<file path="src/apir_pkg.sv">
`timescale 1ns / 1ps
// Shared types, constants and helpers for the phase integration block.
// No dependencies; every other file depends on this package.
package apir_pkg;

	localparam int MAX_ROWS      = 2048;
	localparam int MAX_COLS      = 2048;
	localparam int PHASE_BITS    = 24;
	localparam int CORDIC_STAGES = 16;
	localparam int DIM_W         = 12;
	localparam int IDX_W         = 11;
	localparam int AMP_W         = 16;
	localparam int GRAD_W        = 16;
	localparam int SUM_W         = 19;
	localparam int OUT_W         = 17;
	localparam int ANG_W         = 32;
	localparam int XY_W          = 36;
	localparam int CFG_IDX_W     = 3;
	localparam int CFG_DATA_W    = 24;
	localparam int QUEUE_DEPTH   = 4;
	localparam int QPTR_W        = 2;
	localparam logic [29:0] CORDIC_K30 = 30'd652032874;

	typedef logic [PHASE_BITS-1:0] phase_t;

	// Register indexes of the configuration port
	typedef enum logic [CFG_IDX_W-1:0] {
		REG_NUM_ROWS  = 3'd0,
		REG_NUM_COLS  = 3'd1,
		REG_HORIZ_AS  = 3'd2,
		REG_VERT_AS   = 3'd3,
		REG_PH_R0C0   = 3'd4,
		REG_PH_R1C0   = 3'd5,
		REG_PH_R0C1   = 3'd6,
		REG_PH_R1C1   = 3'd7
	} cfg_reg_t;

	// Position of a pixel along one axis
	typedef enum logic [1:0] {
		POS_FIRST  = 2'd0,
		POS_SECOND = 2'd1,
		POS_REST   = 2'd2
	} pos_cls_t;

	typedef struct packed {
		logic   horiz_antisym;
		logic   vert_antisym;
		phase_t ph_r0c0;
		phase_t ph_r1c0;
		phase_t ph_r0c1;
		phase_t ph_r1c1;
	} cfg_t;

	typedef struct packed {
		logic [AMP_W-1:0]         amplitude;
		logic signed [GRAD_W-1:0] grad_u;
		logic signed [GRAD_W-1:0] grad_v;
		pos_cls_t                 col_cls;
		pos_cls_t                 row_cls;
		logic                     frame_end;
	} item_t;

	// Phase step for a gradient sum: 100 * s scaled by 2^(PHASE_BITS-14), modulo one turn
	function automatic phase_t step_of(input logic signed [SUM_W-1:0] s);
		logic signed [SUM_W+6:0] p;
		begin
			p = (SUM_W+7)'(s) * (SUM_W+7)'(100);
			step_of = {p[PHASE_BITS-11:0], 10'b0};
		end
	endfunction

	// CORDIC arctangent table, 2^-32 turns
	function automatic logic [ANG_W-1:0] atan_turns(input int i);
		begin
			case (i)
				0:  atan_turns = 32'h20000000;
				1:  atan_turns = 32'h12E4051E;
				2:  atan_turns = 32'h09FB385B;
				3:  atan_turns = 32'h051111D4;
				4:  atan_turns = 32'h028B0D43;
				5:  atan_turns = 32'h0145D7E1;
				6:  atan_turns = 32'h00A2F61E;
				7:  atan_turns = 32'h00517C55;
				8:  atan_turns = 32'h0028BE53;
				9:  atan_turns = 32'h00145F2F;
				10: atan_turns = 32'h000A2F98;
				11: atan_turns = 32'h000517CC;
				12: atan_turns = 32'h00028BE6;
				13: atan_turns = 32'h000145F3;
				14: atan_turns = 32'h0000A2FA;
				15: atan_turns = 32'h0000517D;
				16: atan_turns = 32'h000028BE;
				17: atan_turns = 32'h0000145F;
				18: atan_turns = 32'h00000A30;
				19: atan_turns = 32'h00000518;
				20: atan_turns = 32'h0000028C;
				21: atan_turns = 32'h00000146;
				22: atan_turns = 32'h000000A3;
				23: atan_turns = 32'h00000051;
				default: atan_turns = '0;
			endcase
		end
	endfunction

endpackage

</file>
<file path="src/apir_if.sv">
`timescale 1ns / 1ps
// Valid/ready channel interfaces for pixels in and results out.
// Depends on apir_pkg.
interface apir_in_if;
	logic                                 valid;
	logic                                 ready;
	logic [apir_pkg::AMP_W-1:0]           amplitude;
	logic signed [apir_pkg::GRAD_W-1:0]   grad_u;
	logic signed [apir_pkg::GRAD_W-1:0]   grad_v;
	modport source (output valid, amplitude, grad_u, grad_v, input ready);
	modport sink   (input valid, amplitude, grad_u, grad_v, output ready);
endinterface


</file>
<file path="src/apir_front.sv">
`timescale 1ns / 1ps
// Front end: configuration registers, raster counters and pixel classification.
// Depends on apir_pkg and apir_in_if.
module apir_front (
	input  logic                            clk,
	input  logic                            arst_n,
	input  logic                            cfg_we,
	input  logic [apir_pkg::CFG_IDX_W-1:0]  cfg_index,
	input  logic [apir_pkg::CFG_DATA_W-1:0] cfg_data,
	apir_in_if.sink                         pix_in,
	input  logic                            q_ready,
	output logic                            push,
	output apir_pkg::item_t                 push_item,
	output apir_pkg::cfg_t                  cfg
);
	import apir_pkg::*;

	logic [DIM_W-1:0] num_rows_q, num_cols_q, rows, cols;
	logic [IDX_W-1:0] row_q, col_q;
	logic             row_end, frame_end;
	cfg_t             cfg_q;

	// Configuration writes
	always_ff @(posedge clk or negedge arst_n) begin
		if (!arst_n) begin
			num_rows_q <= DIM_W'(2);
			num_cols_q <= DIM_W'(2);
			cfg_q      <= '0;
		end else if (cfg_we) begin
			case (cfg_reg_t'(cfg_index))
				REG_NUM_ROWS: num_rows_q          <= cfg_data[DIM_W-1:0];
				REG_NUM_COLS: num_cols_q          <= cfg_data[DIM_W-1:0];
				REG_HORIZ_AS: cfg_q.horiz_antisym <= cfg_data[0];
				REG_VERT_AS:  cfg_q.vert_antisym  <= cfg_data[0];
				REG_PH_R0C0:  cfg_q.ph_r0c0       <= cfg_data[PHASE_BITS-1:0];
				REG_PH_R1C0:  cfg_q.ph_r1c0       <= cfg_data[PHASE_BITS-1:0];
				REG_PH_R0C1:  cfg_q.ph_r0c1       <= cfg_data[PHASE_BITS-1:0];
				REG_PH_R1C1:  cfg_q.ph_r1c1       <= cfg_data[PHASE_BITS-1:0];
				default: ;
			endcase
		end
	end
	assign cfg = cfg_q;

	// Clamp dimensions to [2, MAX]
	always_comb begin
		rows = (num_rows_q < DIM_W'(2)) ? DIM_W'(2) :
		       (num_rows_q > DIM_W'(MAX_ROWS)) ? DIM_W'(MAX_ROWS) : num_rows_q;
		cols = (num_cols_q < DIM_W'(2)) ? DIM_W'(2) :
		       (num_cols_q > DIM_W'(MAX_COLS)) ? DIM_W'(MAX_COLS) : num_cols_q;
	end

	assign pix_in.ready = q_ready;
	assign push         = pix_in.valid && q_ready;
	assign row_end      = ({1'b0, col_q} + DIM_W'(1)) >= cols;
	assign frame_end    = row_end && (({1'b0, row_q} + DIM_W'(1)) >= rows);

	// Classify the pixel position
	always_comb begin
		push_item.amplitude = pix_in.amplitude;
		push_item.grad_u    = pix_in.grad_u;
		push_item.grad_v    = pix_in.grad_v;
		push_item.col_cls   = (col_q == '0) ? POS_FIRST :
		                      (col_q == IDX_W'(1)) ? POS_SECOND : POS_REST;
		push_item.row_cls   = (row_q == '0) ? POS_FIRST :
		                      (row_q == IDX_W'(1)) ? POS_SECOND : POS_REST;
		push_item.frame_end = frame_end;
	end

	// Raster counters
	always_ff @(posedge clk or negedge arst_n) begin
		if (!arst_n) begin
			row_q <= '0;
			col_q <= '0;
		end else if (push) begin
			if (row_end) begin
				col_q <= '0;
				row_q <= frame_end ? '0 : row_q + IDX_W'(1);
			end else begin
				col_q <= col_q + IDX_W'(1);
			end
		end
	end
endmodule

</file>
<file path="src/flat_wrapper.sv">
// flat-port wrapper written by rule: the top's interface ports become plain ports
module apir_front_flat import apir_pkg::*;
  (clk, arst_n, cfg_we, cfg_index, cfg_data, q_ready, push, push_item, cfg, pix_in_valid, pix_in_amplitude, pix_in_grad_u, pix_in_grad_v, pix_in_ready);
  apir_in_if pix_in_i ();
  input  logic clk;
  input  logic arst_n;
  input  logic cfg_we;
  input  logic [apir_pkg::CFG_IDX_W-1:0] cfg_index;
  input  logic [apir_pkg::CFG_DATA_W-1:0] cfg_data;
  input  logic q_ready;
  output logic push;
  output apir_pkg::item_t push_item;
  output apir_pkg::cfg_t cfg;
  input wire logic [$bits(pix_in_i.valid)-1:0] pix_in_valid;
  input wire logic [$bits(pix_in_i.amplitude)-1:0] pix_in_amplitude;
  input wire logic [$bits(pix_in_i.grad_u)-1:0] pix_in_grad_u;
  input wire logic [$bits(pix_in_i.grad_v)-1:0] pix_in_grad_v;
  output wire logic [$bits(pix_in_i.ready)-1:0] pix_in_ready;
  assign pix_in_i.valid = pix_in_valid;
  assign pix_in_i.amplitude = pix_in_amplitude;
  assign pix_in_i.grad_u = pix_in_grad_u;
  assign pix_in_i.grad_v = pix_in_grad_v;
  assign pix_in_ready = pix_in_i.ready;
  apir_front u_core (.clk(clk), .arst_n(arst_n), .cfg_we(cfg_we), .cfg_index(cfg_index), .cfg_data(cfg_data), .pix_in(pix_in_i), .q_ready(q_ready), .push(push), .push_item(push_item), .cfg(cfg));
endmodule
</file>
<file path="config.mk">
export PLATFORM = sky130hd
export DESIGN_NAME = apir_front_flat
export DESIGN_NICKNAME = d
export VERILOG_FILES = /design/src/apir_pkg.sv /design/src/apir_if.sv /design/src/apir_front.sv /design/src/flat_wrapper.sv
export SDC_FILE = /design/constraint.sdc
export NUM_CORES = 1
export LEC_CHECK = 0
export ABC_AREA = 1
export BUFFER_PORTS_ARGS = -buffer_cell sky130_fd_sc_hd__buf_2
export CAP_MARGIN = 25
export CORE_MARGIN = 5
export CORE_UTILIZATION = 23
export DETAILED_ROUTE_END_ITERATION = 16
export GPL_ROUTABILITY_DRIVEN = 0
export SLEW_MARGIN = 20
export SYNTH_ARGS = -nofsm -noshare
export SYNTH_HDL_FRONTEND = slang
export SYNTH_SLANG_ARGS = --single-unit
</file>
<file path="constraint.sdc">
create_clock -name clk -period 3.05 [get_ports clk]
set_clock_uncertainty 0.15 [all_clocks]
set_input_delay 0 -clock clk [delete_from_list [all_inputs] [get_ports clk]]
set_output_delay 0 -clock clk [all_outputs]
set_load 0.03 [all_outputs]
</file>
==> reports/metrics.csv <==
metric;value;unit
status;completed;
Rows;64;
clk root buf;clkbuf_16;
WHS;0.0302;ns
CP cell instances;nor2_1, nand3_2, o31ai_4, nand2_1, ha_1, nand2_1, nor2_2, nand2_2, nor2_1, nor2_2, nand2_4, o21ai_2, inv_1, buf_2;
worst-skew pair later-pin latency;0.41;ns
Clock Path Buffers;2;
post-synth top area share;50.2;%
Yosys cell types;33;
fin crit period;2.87;ns
Slew headroom;41.4;%
Place WS;0.213;ns
synthesized flop and latch total;144;
largest net degree at the start of global routing;76;
Post-synth EDFFs;0;
die width;185;um
Port Buffers;136;
Design Area, Final;9280;um^2
final non-filler cell total;1391;
FMAX;0.348;GHz
Placed Cells;1271;
Critical Path Slowest Stage Cell;dfrtp_1;
commonest non-fill, non-tap cell in the layout;nand2_1;
die area;34400;um^2
initial core utilization;23.2;%
max_cap viols;0;
Placed Area;7790;um^2
DRT iter0 DRCs;162;
CTS tree;built;
max-slew violations;0;
Synth Flop Type;dfrtp_1;
cell taking the most area after synthesis;dfrtp_1;
core area;30500;um^2
DRT Pass-1 Iters;4;
DR DRC count;0;
WS Path Type;flop to primary output;
H-tree Lvls;4;
Post-Route WL;19300;um
chip height;185;um
wire length per cell;13.9;um
Top Family by Delay on Critical Path;simple AND/OR/NAND/NOR gates;
CP Data Required Time;2.90;ns
Worst setup SP type;flop;
Tcrit/Tclk final;94.1;%
CTS sink cnt;144;
asr flop ratio synth;100;%
Final setup viols;0;
Overflow after GRT;0;
Worst-path clk slew;0.06;ns
Post-Synthesis Net Count;923;
Antenna Nets Post-Route;0;
worst slew pin tran;0.875;ns
most frequent cells in the layout;nand2_1 (203), dfrtp_1 (141), buf_2 (135);
cts bufs inserted;17;
Synth Instances;813;
Power Dens Cells;759;nW/um^2
overall routing resource usage;11.2;%
DR vias;5793;
vias in the first global route;5895;
global-route wire length before repair;31100;um
sequential share of the synthesized area;50.9;%
fill count;3177;
share of cells above drive strength 1;22.9;%
Max VDD drop;0.423;mV
main area contributors after synthesis;dfrtp_1 (50%), nand2_1 (11%), o21ai_0 (6.5%), buf_4 (5.5%), ha_1 (5.3%);
final hold viol count;0;
dpl hpwl;13300;um
Area Overhead vs Synth;31.1;%
Final nets;1092;
Leak Pwr;4.59;nW
vias per cell;4.16;
Post-Syn Area per Cell;8.71;um^2
diode count;0;
min setup slack post-route;0.180;ns
worst-path fanout max;6;
critical path arrival;2.72;ns
# IOs;233;
Synth Warn #;0;
Netlist Area Pre-Place;7080;um^2
Crit path largest cell delay;0.40;ns
Buf+Inv Stages, Crit Path;2;
Crit. End Element;primary output;
HP Class;input pin to asynchronous set/reset pin;
initial antenna violation count;0;
post-layout power;7.05;mW
area by class of cell:
class | instances | area [um^2] | area share (%)
Multi-Input combinational cell | 514 | 2750 | 29.7
Clock buffer | 19 | 443 | 4.77
Inverter | 75 | 282 | 3.03
Tap cell | 396 | 495 | 5.34
Timing Repair Buffer | 230 | 1610 | 17.3
Sequential cell | 144 | 3610 | 38.9
Clock inverter | 13 | 91.3 | 0.984
layer usage:
metal,GRT usage (%),part of all wire [%]
met5,0,0
met2,18.0,46
met3,4.08,8.7
met4,2.76,0.79
met1,14.5,44
path summary, 6_finish.rpt:
check                      cells past startpoint  slack (ns)                              from                          endpoint
min reg2reg                                    2        0.33        u_core.cfg[56]$_DFFE_PN0P_        u_core.cfg[56]$_DFFE_PN0P_
max in group asynchronous                      3        1.84                            arst_n  u_core.num_cols_q[1]$_DFFE_PN1P_
max                                           14        0.18  u_core.num_cols_q[9]$_DFFE_PN0P_                      push_item[0]
max reg2reg                                   15        0.25  u_core.num_cols_q[9]$_DFFE_PN0P_       u_core.col_q[7]$_DFFE_PN0P_
min in group clk                               4        0.10                           q_ready       u_core.col_q[1]$_DFFE_PN0P_
min                                            2        0.03                            arst_n        u_core.cfg[36]$_DFFE_PN0P_
metrics by stage:
| stage | setup TNS (ns) | utilization [%] |
|---|---|---|
| 6_report | 0 | 30.4 |
| 5_1_grt | -0.0663 | 30.4 |
| 4_1_cts | 0 | 30.1 |
| 3_5_place_dp | 0 | 25.5 |
| 3_3_place_gp | 0 | 25.5 |
| 2_1_floorplan | 0 | - |
synth_stat cells (all sizes together), types with 2 or more instances:
library cell    n
a21oi          32
buf            71
clkbuf         10
dfrtp         142
dfstp           2
ha             30
inv            75
nand2         217
nand3          13
nand3b          2
nand4          15
nor2           56
nor3            9
nor4            5
o21ai         112
xor2           15
what timing repair did:
item	in CTS	in global routing
buffers inserted	1	4
gates cloned	1	0
endpoints found under the setup margin	1	1
resized for setup	3	16
pin swaps	1	3
hold endpoints to repair	282	0
hold buffers	82	0
power breakdown:
group	internal (mW)	switching [mW]	total, mW
combinational	0.856	1.73	2.59
clock	1.06	0.833	1.89
sequential	2.30	0.274	2.57
cells by family (layout without fill, tap and decap cells):
family | Yosys count | after routing | synth area share, %
and+or+nand+nor | 319 | 319 | 19.0
DFF | 144 | 144 | 50.9
xor gates and xnor gates | 16 | 16 | 1.98
AOI/OAI and AO/OA | 148 | 149 | 11.1
buffers and inverters | 156 | 337 | 11.6
adders and majority gates | 30 | 30 | 5.30
registers in the layout, summed over array words and instances (netlist names):
signal,count
u_core.cfg,98
u_core.col_q,11
u_core.num_cols_q,12
u_core.num_rows_q,12
u_core.row_q,11
No activity file was read; power rests on OpenSTA's default activity.
