<file path="src/apir_pkg.sv">
`timescale 1ns / 1ps
// Shared types, constants and helpers for the phase integration block.
// No dependencies; every other file depends on this package.
package apir_pkg;

	localparam int MAX_ROWS      = 2048;
	localparam int MAX_COLS      = 2048;
	localparam int PHASE_BITS    = 24;
	localparam int CORDIC_STAGES = 16;
	localparam int DIM_W         = 12;
	localparam int IDX_W         = 11;
	localparam int AMP_W         = 16;
	localparam int GRAD_W        = 16;
	localparam int SUM_W         = 19;
	localparam int OUT_W         = 17;
	localparam int ANG_W         = 32;
	localparam int XY_W          = 36;
	localparam int CFG_IDX_W     = 3;
	localparam int CFG_DATA_W    = 24;
	localparam int QUEUE_DEPTH   = 4;
	localparam int QPTR_W        = 2;
	localparam logic [29:0] CORDIC_K30 = 30'd652032874;

	typedef logic [PHASE_BITS-1:0] phase_t;

	// Register indexes of the configuration port
	typedef enum logic [CFG_IDX_W-1:0] {
		REG_NUM_ROWS  = 3'd0,
		REG_NUM_COLS  = 3'd1,
		REG_HORIZ_AS  = 3'd2,
		REG_VERT_AS   = 3'd3,
		REG_PH_R0C0   = 3'd4,
		REG_PH_R1C0   = 3'd5,
		REG_PH_R0C1   = 3'd6,
		REG_PH_R1C1   = 3'd7
	} cfg_reg_t;

	// Position of a pixel along one axis
	typedef enum logic [1:0] {
		POS_FIRST  = 2'd0,
		POS_SECOND = 2'd1,
		POS_REST   = 2'd2
	} pos_cls_t;

	typedef struct packed {
		logic   horiz_antisym;
		logic   vert_antisym;
		phase_t ph_r0c0;
		phase_t ph_r1c0;
		phase_t ph_r0c1;
		phase_t ph_r1c1;
	} cfg_t;

	typedef struct packed {
		logic [AMP_W-1:0]         amplitude;
		logic signed [GRAD_W-1:0] grad_u;
		logic signed [GRAD_W-1:0] grad_v;
		pos_cls_t                 col_cls;
		pos_cls_t                 row_cls;
		logic                     frame_end;
	} item_t;

	// Phase step for a gradient sum: 100 * s scaled by 2^(PHASE_BITS-14), modulo one turn
	function automatic phase_t step_of(input logic signed [SUM_W-1:0] s);
		logic signed [SUM_W+6:0] p;
		begin
			p = (SUM_W+7)'(s) * (SUM_W+7)'(100);
			step_of = {p[PHASE_BITS-11:0], 10'b0};
		end
	endfunction

	// CORDIC arctangent table, 2^-32 turns
	function automatic logic [ANG_W-1:0] atan_turns(input int i);
		begin
			case (i)
				0:  atan_turns = 32'h20000000;
				1:  atan_turns = 32'h12E4051E;
				2:  atan_turns = 32'h09FB385B;
				3:  atan_turns = 32'h051111D4;
				4:  atan_turns = 32'h028B0D43;
				5:  atan_turns = 32'h0145D7E1;
				6:  atan_turns = 32'h00A2F61E;
				7:  atan_turns = 32'h00517C55;
				8:  atan_turns = 32'h0028BE53;
				9:  atan_turns = 32'h00145F2F;
				10: atan_turns = 32'h000A2F98;
				11: atan_turns = 32'h000517CC;
				12: atan_turns = 32'h00028BE6;
				13: atan_turns = 32'h000145F3;
				14: atan_turns = 32'h0000A2FA;
				15: atan_turns = 32'h0000517D;
				16: atan_turns = 32'h000028BE;
				17: atan_turns = 32'h0000145F;
				18: atan_turns = 32'h00000A30;
				19: atan_turns = 32'h00000518;
				20: atan_turns = 32'h0000028C;
				21: atan_turns = 32'h00000146;
				22: atan_turns = 32'h000000A3;
				23: atan_turns = 32'h00000051;
				default: atan_turns = '0;
			endcase
		end
	endfunction

endpackage

</file>
<file path="src/apir_queue.sv">
`timescale 1ns / 1ps
// Short queue of classified pixels between front and back.
// Depends on apir_pkg.
module apir_queue (
	input  logic            clk,
	input  logic            arst_n,
	input  logic            push,
	input  apir_pkg::item_t push_item,
	output logic            q_ready,
	input  logic            pop,
	output logic            q_valid,
	output apir_pkg::item_t pop_item
);
	import apir_pkg::*;

	item_t             mem_q [QUEUE_DEPTH];
	logic [QPTR_W-1:0] wr_q, rd_q;
	logic [QPTR_W:0]   cnt_q;

	assign q_ready  = cnt_q != (QPTR_W+1)'(QUEUE_DEPTH);
	assign q_valid  = cnt_q != '0;
	assign pop_item = mem_q[rd_q];

	// Entry storage
	always_ff @(posedge clk) begin
		if (push) mem_q[wr_q] <= push_item;
	end

	// Pointers and fill count
	always_ff @(posedge clk or negedge arst_n) begin
		if (!arst_n) begin
			wr_q  <= '0;
			rd_q  <= '0;
			cnt_q <= '0;
		end else begin
			if (push) wr_q <= wr_q + QPTR_W'(1);
			if (pop)  rd_q <= rd_q + QPTR_W'(1);
			cnt_q <= cnt_q + (QPTR_W+1)'(push) - (QPTR_W+1)'(pop);
		end
	end
endmodule

</file>
<file path="config.mk">
export PLATFORM = sky130hd
export DESIGN_NAME = apir_queue
export DESIGN_NICKNAME = d
export VERILOG_FILES = /design/src/apir_pkg.sv /design/src/apir_queue.sv
export SDC_FILE = /design/constraint.sdc
export NUM_CORES = 1
export LEC_CHECK = 0
export BUFFER_PORTS_ARGS = -buffer_cell sky130_fd_sc_hd__buf_4
export CORE_ASPECT_RATIO = 1.5
export CORE_MARGIN = 2
export CORE_UTILIZATION = 45
export CTS_CLUSTER_DIAMETER = 200
export DETAILED_ROUTE_END_ITERATION = 8
export GPL_ROUTABILITY_DRIVEN = 0
export PLACE_DENSITY = 0.76
export SLEW_MARGIN = 10
export SYNTH_ARGS = -nofsm -noshare
export SYNTH_HDL_FRONTEND = slang
export SYNTH_SLANG_ARGS = --single-unit
</file>
<file path="constraint.sdc">
create_clock -name clk -period 2.4 [get_ports clk]
set_input_delay 0.24 -clock clk [delete_from_list [all_inputs] [get_ports clk]]
set_output_delay 0.24 -clock clk [all_outputs]
set_load 0.03 [all_outputs]
</file>
==> results.md, run 1 <==
* Via density at 5.15
* Part of the power in registers at 0.401
* Syn Inst Count at ~310
* Clk sink count at 219
* Synthesis Warnings at 0
* Top sig layer: met5
* Fin crit period at approximately 2.2 ns
* Syn Nets at 376
* Cells on worst reg2reg path at 8
* Multi-input combinational cell area at 1410 um^2
* Initial DRC count at 292
* # port buffers at 111
* Via count at 3798
* R2r setup slk at 0.68 ns
* Starting Density at 0.456
* Sw frac at 0.326
* Synth area leaders: edfxtp_1 (79%), mux4_2 (13%), dfrtp_1 (2.2%)
* Drt wl/cell at a little under 20 um
* Reg2reg start: cnt_q[0]
* EDFF count, synth at 212
* Total global-route track usage at 0.156
* Worst skew pair latency at around 0.48 ns
* Post-Place Cells at 640
* Synth async-reset ratio at 0.0320
* Placed cell area at 9280 um^2
* Synth Flop Type: edfxtp_1
* Required @ worst endpoint at approximately 2.2 ns
* Comb pwr share at 0.370
* Count leader, synth: edfxtp_1
* Top cell type by total area after synthesis: edfxtp_1
* Leak at ~3.7 nW
* CTS buffer count at 21
* Power Dens Cells at 1250 nW/um^2
* Final Cell Area at ~11000 um^2
* CTS tree: done
* ANT nets after route at 0
* Cell Area, Synth at 8110 um^2
* Die Width at 114 um
* # IOs at 112
* Share of cells above drive strength 1 at 0.408
* Worst r2r dst: cnt_q[2]
* Normalized max-slew margin at 0.659
* RSZ-0062 raised after global routing: no
* Sequential cell area fraction in the yosys report at 0.807
* # fillers at 1289
* Netlist cell types at 17
* Critical-path maximum fanout at 15
* Highest Clock Rate at 453 MHz
* CP endpoint kind: output pin
* Area Growth Syn to Fin at 29.8%
* Remaining global-route overflow at 0
* Max-Cap Viols at 0
* Core area at approximately 18000 um^2
* FF/Latch Area at 6550 um^2
* First-pass GRT wire length at 22700 um
* Worst-margin pin slew at slightly above 0.5 ns
* Clk_skew at 0.00963 ns
* Met2 wire length at ~7600 um
* Layout Nets at 571
* Crit path kind: reg2out
* Clock Path Buffers at 3
* Final setup viols at 0
* Clock-pin slew on the worst setup and hold paths at 0.06 ns
* Die ar. at 19100 um^2
* Status: finished, final reports clean
* Post-synth top area share at 0.785
* CP arrival at 1.97 ns
* Clock power share at 0.229
* DRC Markers at 0
* Non-Filler Instances at 737
* Switching pwr at 4.31 mW
* Initial antenna violation count at 1
* Pwr Total at around 13 mW
* DR pass1 iterations at 4
* Worst ir drop on vdd at 0.751 mV
* Critical Path Start Type: flip-flop
* Post-Route WL at ~15000 um
* H-tree depth at 1
* Final Hold Viols at 0
* Mapped Avg Cell Area at 26.0 um^2
* Final worst path period share at 0.920
* Met3 routed WL at 701 um
* Vias in the first global route at approximately 4100
* Die Span Y at approximately 170 um
* Largest net degree at the start of global routing at between 50 and 60
* Top post-synthesis cells by count: edfxtp_1 (212), mux4_2 (48), dfrtp_1 (7)
* Worst min path class: in2async
* DP HPWL at 8800 um
* Cell Rows at 60
* P_int at slightly below 9 mW
* Final Max Slew Viols at 0
* #FFs+latches synth at approximately 220
* Sum Neg Setup Slack at 0 ns
* Routed length on met1 at roughly 5700 um
* Root buffer cell: clkbuf_16
* N_diodes at 0
sequential cells by signal, summed over array words and instances, names as in the netlist:
| signal | count |
|---|---|
| wr_q | 2 |
| cnt_q | 3 |
| mem_q | 212 |
| rd_q | 2 |
stage by stage:
stage	worst slack [ns]	hold WS [ns]	utilization
after CTS	0.0425	0.0829	0.590
after global placement	0.411	0.0559	0.522
after global routing	0.122	0.107	0.592
after detailed placement	0.410	0.0600	0.522
final	0.191	0.0939	0.592
after floorplan	0.104	-0.0556	-
cell families after synthesis:
group,share of synthesized area
simple gates,0.00571
mux,0.150
xor+xnor,0.00540
compound gates,0.000617
buf+inv,0.0202
fa+ha+maj,0.0117
flops,0.807
cell type report:
type                    instances  share of cell area
inverters                       6             0.00214
multi-input cells              75               0.134
clock inverters                12             0.00939
flip-flops and latches        219               0.622
clock buffers                  24              0.0510
repair buffers                184               0.156
well taps                     217              0.0258
placed cells by master (no fill, tap or decap):
cell type	netlist	final
inv_1	6	6
bufinv_16	0	1
clkinv_1	0	3
xor2_1	2	2
and2_2	0	4
dfrtp_2	0	1
clkbuf_16	0	21
mux4_1	5	5
nand2_1	3	3
dfrtp_1	7	5
dfrtp_4	0	1
clkinv_2	0	3
clkbuf_1	0	3
buf_8	0	1
edfxtp_1	212	212
nor2_1	1	1
buf_4	0	118
buf_12	5	9
ha_1	6	6
xnor2_1	3	3
clkinvlp_4	0	1
dlygate4sd3_1	0	56
clkinv_4	0	4
mux4_2	48	48
fa_1	1	1
or3_1	1	1
o21ai_0	1	1
repair_timing:
| action | CTS | global route |
|---|---|---|
| setup endpoints to repair | 34 | 4 |
| hold endpoints to repair | 222 | 0 |
| pin swaps | 0 | 0 |
| hold buffers | 56 | 0 |
| setup buffers | 1 | 4 |
| gates resized for setup | 0 | 0 |
power groups by stage:
stage / logic [mW] / clock network, mW / registers, mW
3_3_place_gp: 4.62 / 0 / 5.41
4_1_cts: 4.88 / 3.09 / 5.34
5_1_grt: 5.16 / 3.23 / 5.36
6_report: 4.88 / 3.03 / 5.29
2_1_floorplan: 3.33 / 0 / 5.23
3_5_place_dp: 4.70 / 0 / 5.47
critical path, stage by stage (launching register included):
cell and delay [ns]:
dfrtp_2 0.69, buf_4 0.28, mux4_2 0.32, buf_4 0.19
per-layer routing:
metal	vias up	GRT usage
li1	1716	-
met1	1933	0.196
met2	112	0.268
met3	35	0.0274
met4	2	0.0642
met5	-	0
worst max-delay path by stage:
stage / start / endpoint / slack, ns / depth (start not counted)
final: rd_q[1] / pop_item[5] / 0.19 / 3
after global routing: rd_q[1] / pop_item[22] / 0.12 / 3
after CTS: rd_q[0] / pop_item[51] / 0.04 / 3
after detailed placement: rd_q[0] / pop_item[22] / 0.41 / 3
after global placement: rd_q[0] / pop_item[51] / 0.41 / 3
after floorplan: wr_q[0] / mem_q[0][0] / 0.10 / 3
Note: power is estimated with default switching activity, not from simulation.
==> run 2, diff against run 1 <==
--- a/config.mk
+++ b/config.mk
@@ -12,7 +12,7 @@
 export CTS_CLUSTER_DIAMETER = 200
 export DETAILED_ROUTE_END_ITERATION = 8
 export GPL_ROUTABILITY_DRIVEN = 0
-export PLACE_DENSITY = 0.76
+export PLACE_DENSITY = 0.74
 export SLEW_MARGIN = 10
 export SYNTH_ARGS = -nofsm -noshare
 export SYNTH_HDL_FRONTEND = slang
==> constraint.sdc (replaced) <==
create_clock -name clk -period 2.56 [get_ports clk]
set_input_delay 0.256 -clock clk [delete_from_list [all_inputs] [get_ports clk]]
set_output_delay 0.256 -clock clk [all_outputs]
set_load 0.03 [all_outputs]
==> run 2 against run 1 <==
Compared with the run above:
- non-clock buffer count fell by 3
- die area unchanged
- worst hold slack got worse by 0.078 ns
- sequential power down 6.8%
- first-iteration DRC count is 13% lower
- worst setup slack gained 0.020 ns
- routed wire length is 0.71% higher
- register-to-register slack about the same
- final cell count shrank 0.41%
- highest routed layer is now met4
==> results.md, run 2 (synthesis results as in run 1) <==
* Worst ir drop on vdd at 0.567 mV (-25%)
* Largest net degree at the start of global routing at 36 (-33%)
* Met2 wire length at 8050 um (+5.3%)
* Cell Rows at 60 (unchanged)
* CP arrival at 2.09 ns (+0.12 ns)
* Sum Neg Setup Slack at 0 ns (unchanged)
* Starting Density at 0.456 (unchanged)
* Fin crit period at 2.35 ns
* Clock power share at 0.242 (+0.013)
* Clock Path Buffers at 3 (unchanged)
* CP max stage cell: dfrtp_4
* Final Hold Viols at 0 (unchanged)
* Root buffer cell: clkbuf_16
* Via density at 5.23 (+1.6%)
* DR pass1 iterations at 4 (unchanged)
* Largest Register: mem_q
* Vias in the first global route at 4154 (+0.92%)
* Post-Place Cells at 642 (+0.31%)
* # IOs at 112 (unchanged)
* CTS buffer count at 20 (-4.8%)
* Die ar. at 19100 um^2 (unchanged)
* Status: finished, final reports clean
* DRC Markers at 0 (unchanged)
* Normalized max-slew margin at 0.573 (-0.0859)
* Part of the power in registers at 0.396 (-0.005)
* Leak at 3.70 nW (-0.21%)
* Final setup viols at 0 (unchanged)
* Drt wl/cell at 20.0 um (+1.1%)
* Total global-route track usage at 0.155 (-0.00121)
* Buf+Inv Stages, Crit Path at 2 (unchanged)
* Post-Route WL at 14700 um (+0.71%)
* Crit path kind: reg2out
* Cell Chain, Critical Path: buf_4 > mux4_1 > buf_4
* Most frequent cells in the layout: edfxtp_1 (212), buf_4 (121), dlygate4sd3_1 (55), mux4_2 (48), clkbuf_16 (21)
* Post_cts resized at 0 (unchanged)
* Routed length on met1 at 5700 um (-0.28%)
* Switching pwr at 3.97 mW (-7.9%)
* Most used cell, CP: buf_4
* Worst skew pair latency at 0.48 ns (about the same)
* Core area at 17800 um^2 (unchanged)
* Initial DRC count at 255 (-13%)
* Final Max Slew Viols at 0 (unchanged)
* CP endpoint kind: output pin
* Max reg flops at 212 (unchanged)
* Initial antenna violation count at 1 (unchanged)
* Final Cell Area at 10500 um^2 (-0.32%)
* Biggest regs: mem_q (212), cnt_q (3)
* Highest Clock Rate at 426 MHz
* Comb pwr share at 0.362 (-0.008)
* Power Dens Cells at 1190 nW/um^2 (-5.4%)
* # port buffers at 111 (unchanged)
* Final worst path period share at 0.918
* Area Growth Syn to Fin at 29.4%
* Non-Filler Instances at 734 (-0.41%)
* Critical Path Start Type: flip-flop
* Met3 routed WL at 693 um (-1.1%)
* Placed cell area at 9240 um^2 (-0.51%)
* Worst-margin pin slew at 0.641 ns (+0.129 ns)
* Clk_skew at 0.00982 ns (+0.000191 ns)
* DP HPWL at 8910 um (+1.2%)
* Via count at 3842 (+1.2%)
* Share of cells above drive strength 1 at 0.405 (-0.00265)
* Max-Cap Viols at 0 (unchanged)
* Crit-path max cell delay at 0.61 ns (-0.08 ns)
* Worst min path class: in2reg
* H-tree depth at 1 (unchanged)
* Most common cell after layout, fill and taps aside: edfxtp_1
* ANT nets after route at 0 (unchanged)
* P_int at 8.48 mW (-4.6%)
* Delay-heaviest family, CP: flip-flops
* Top sig layer: met4
* Clock-pin slew on the worst setup and hold paths at 0.06 ns (about the same)
* First-pass GRT wire length at 22800 um (+0.18%)
* Required @ worst endpoint at 2.30 ns (+0.14 ns)
* Layout Nets at 567 (-0.70%)
* Critical-path maximum fanout at 12 (-3)
* Clk sink count at 219 (unchanged)
* RSZ-0062 raised after global routing: no
* Remaining global-route overflow at 0 (unchanged)
* Die Width at 114 um (unchanged)
* Hold Slack at 0.0158 ns (-0.0781 ns)
* Sw frac at 0.319 (-0.00760)
* Die Span Y at 168 um (unchanged)
* CTS tree: done
==> run 2: changes by cell type in the layout (fill, tap and decap cells not counted), moves of 2 or more <==
cell / before / now
buf_12: 9 / 4
buf_4: 118 / 121
bufinv_16: 1 / 3
clkbuf_1: 3 / 5
clkinv_1: 3 / 1
clkinv_4: 4 / 0
==> run 2: power by group through the flow <==
stage / Sequential, mW / Combinational, mW / Clock, mW
after floorplan: 4.90 / 3.13 / 0
after global placement: 5.00 / 4.35 / 0
after detailed placement: 5.06 / 4.42 / 0
after CTS: 4.99 / 4.50 / 3.08
after global routing: 4.99 / 4.77 / 3.22
final: 4.93 / 4.51 / 3.01
==> run 2: worst reg2reg max path, delay by kind of cell, from the launching register on <==
family / cells / cell delay, ns
and+or+nand+nor: 1 / 0.53
buffers and inverters: 2 / 0.46
DFF: 1 / 0.42
adders and majority gates: 1 / 0.14
==> run 2: repair_timing <==
| action | CTS | global route |
|---|---|---|
| hold endpoints to repair | 220 | 0 |
| endpoints found under the setup margin | 0 | 21 |
| buffers inserted | 0 | 1 |
| hold buffers | 55 | 0 |
==> run 2: through the flow <==
stage | power, mW | utilization | setup WS (ns)
floorplan | 8.03 | - | 0.264
global placement | 9.36 | 0.519 | 0.548
detailed placement | 9.48 | 0.519 | 0.520
CTS | 12.6 | 0.588 | 0.00441
global route | 13.0 | 0.590 | 0.0979
finish | 12.4 | 0.590 | 0.211
==> run 2: layer usage <==
layer | track usage | vias up
li1 | - | 1706
met1 | 0.196 | 2005
met2 | 0.278 | 111
met3 | 0.0241 | 20
met4 | 0.0435 | 0
met5 | 0 | -
==> run 2: final cells by class <==
| cell class | count | area (um^2) |
|---|---|---|
| clock buffer | 27 | 558 |
| sequential | 219 | 6550 |
| tap | 217 | 272 |
| multi-input combinational | 75 | 1410 |
| inverter | 6 | 22.5 |
| fill | 1264 | 7300 |
| antenna | 1 | 2.50 |
| clock inverter | 8 | 116 |
| timing repair buffer | 181 | 1570 |
==> run 2: final timing paths <==
check | from | end | slack [ns] | cells past startpoint
max in group asynchronous | arst_n | rd_q[0] | 2.30 | 2
min in group asynchronous | arst_n | cnt_q[0] | 0.13 | 2
setup / recovery | rd_q[0] | pop_item[1] | 0.21 | 3
hold / removal | push | wr_q[0] | 0.02 | 2
hold reg to reg | wr_q[0] | wr_q[0] | 0.55 | 1
setup reg to reg | wr_q[0] | mem_q[0][3] | 0.69 | 4
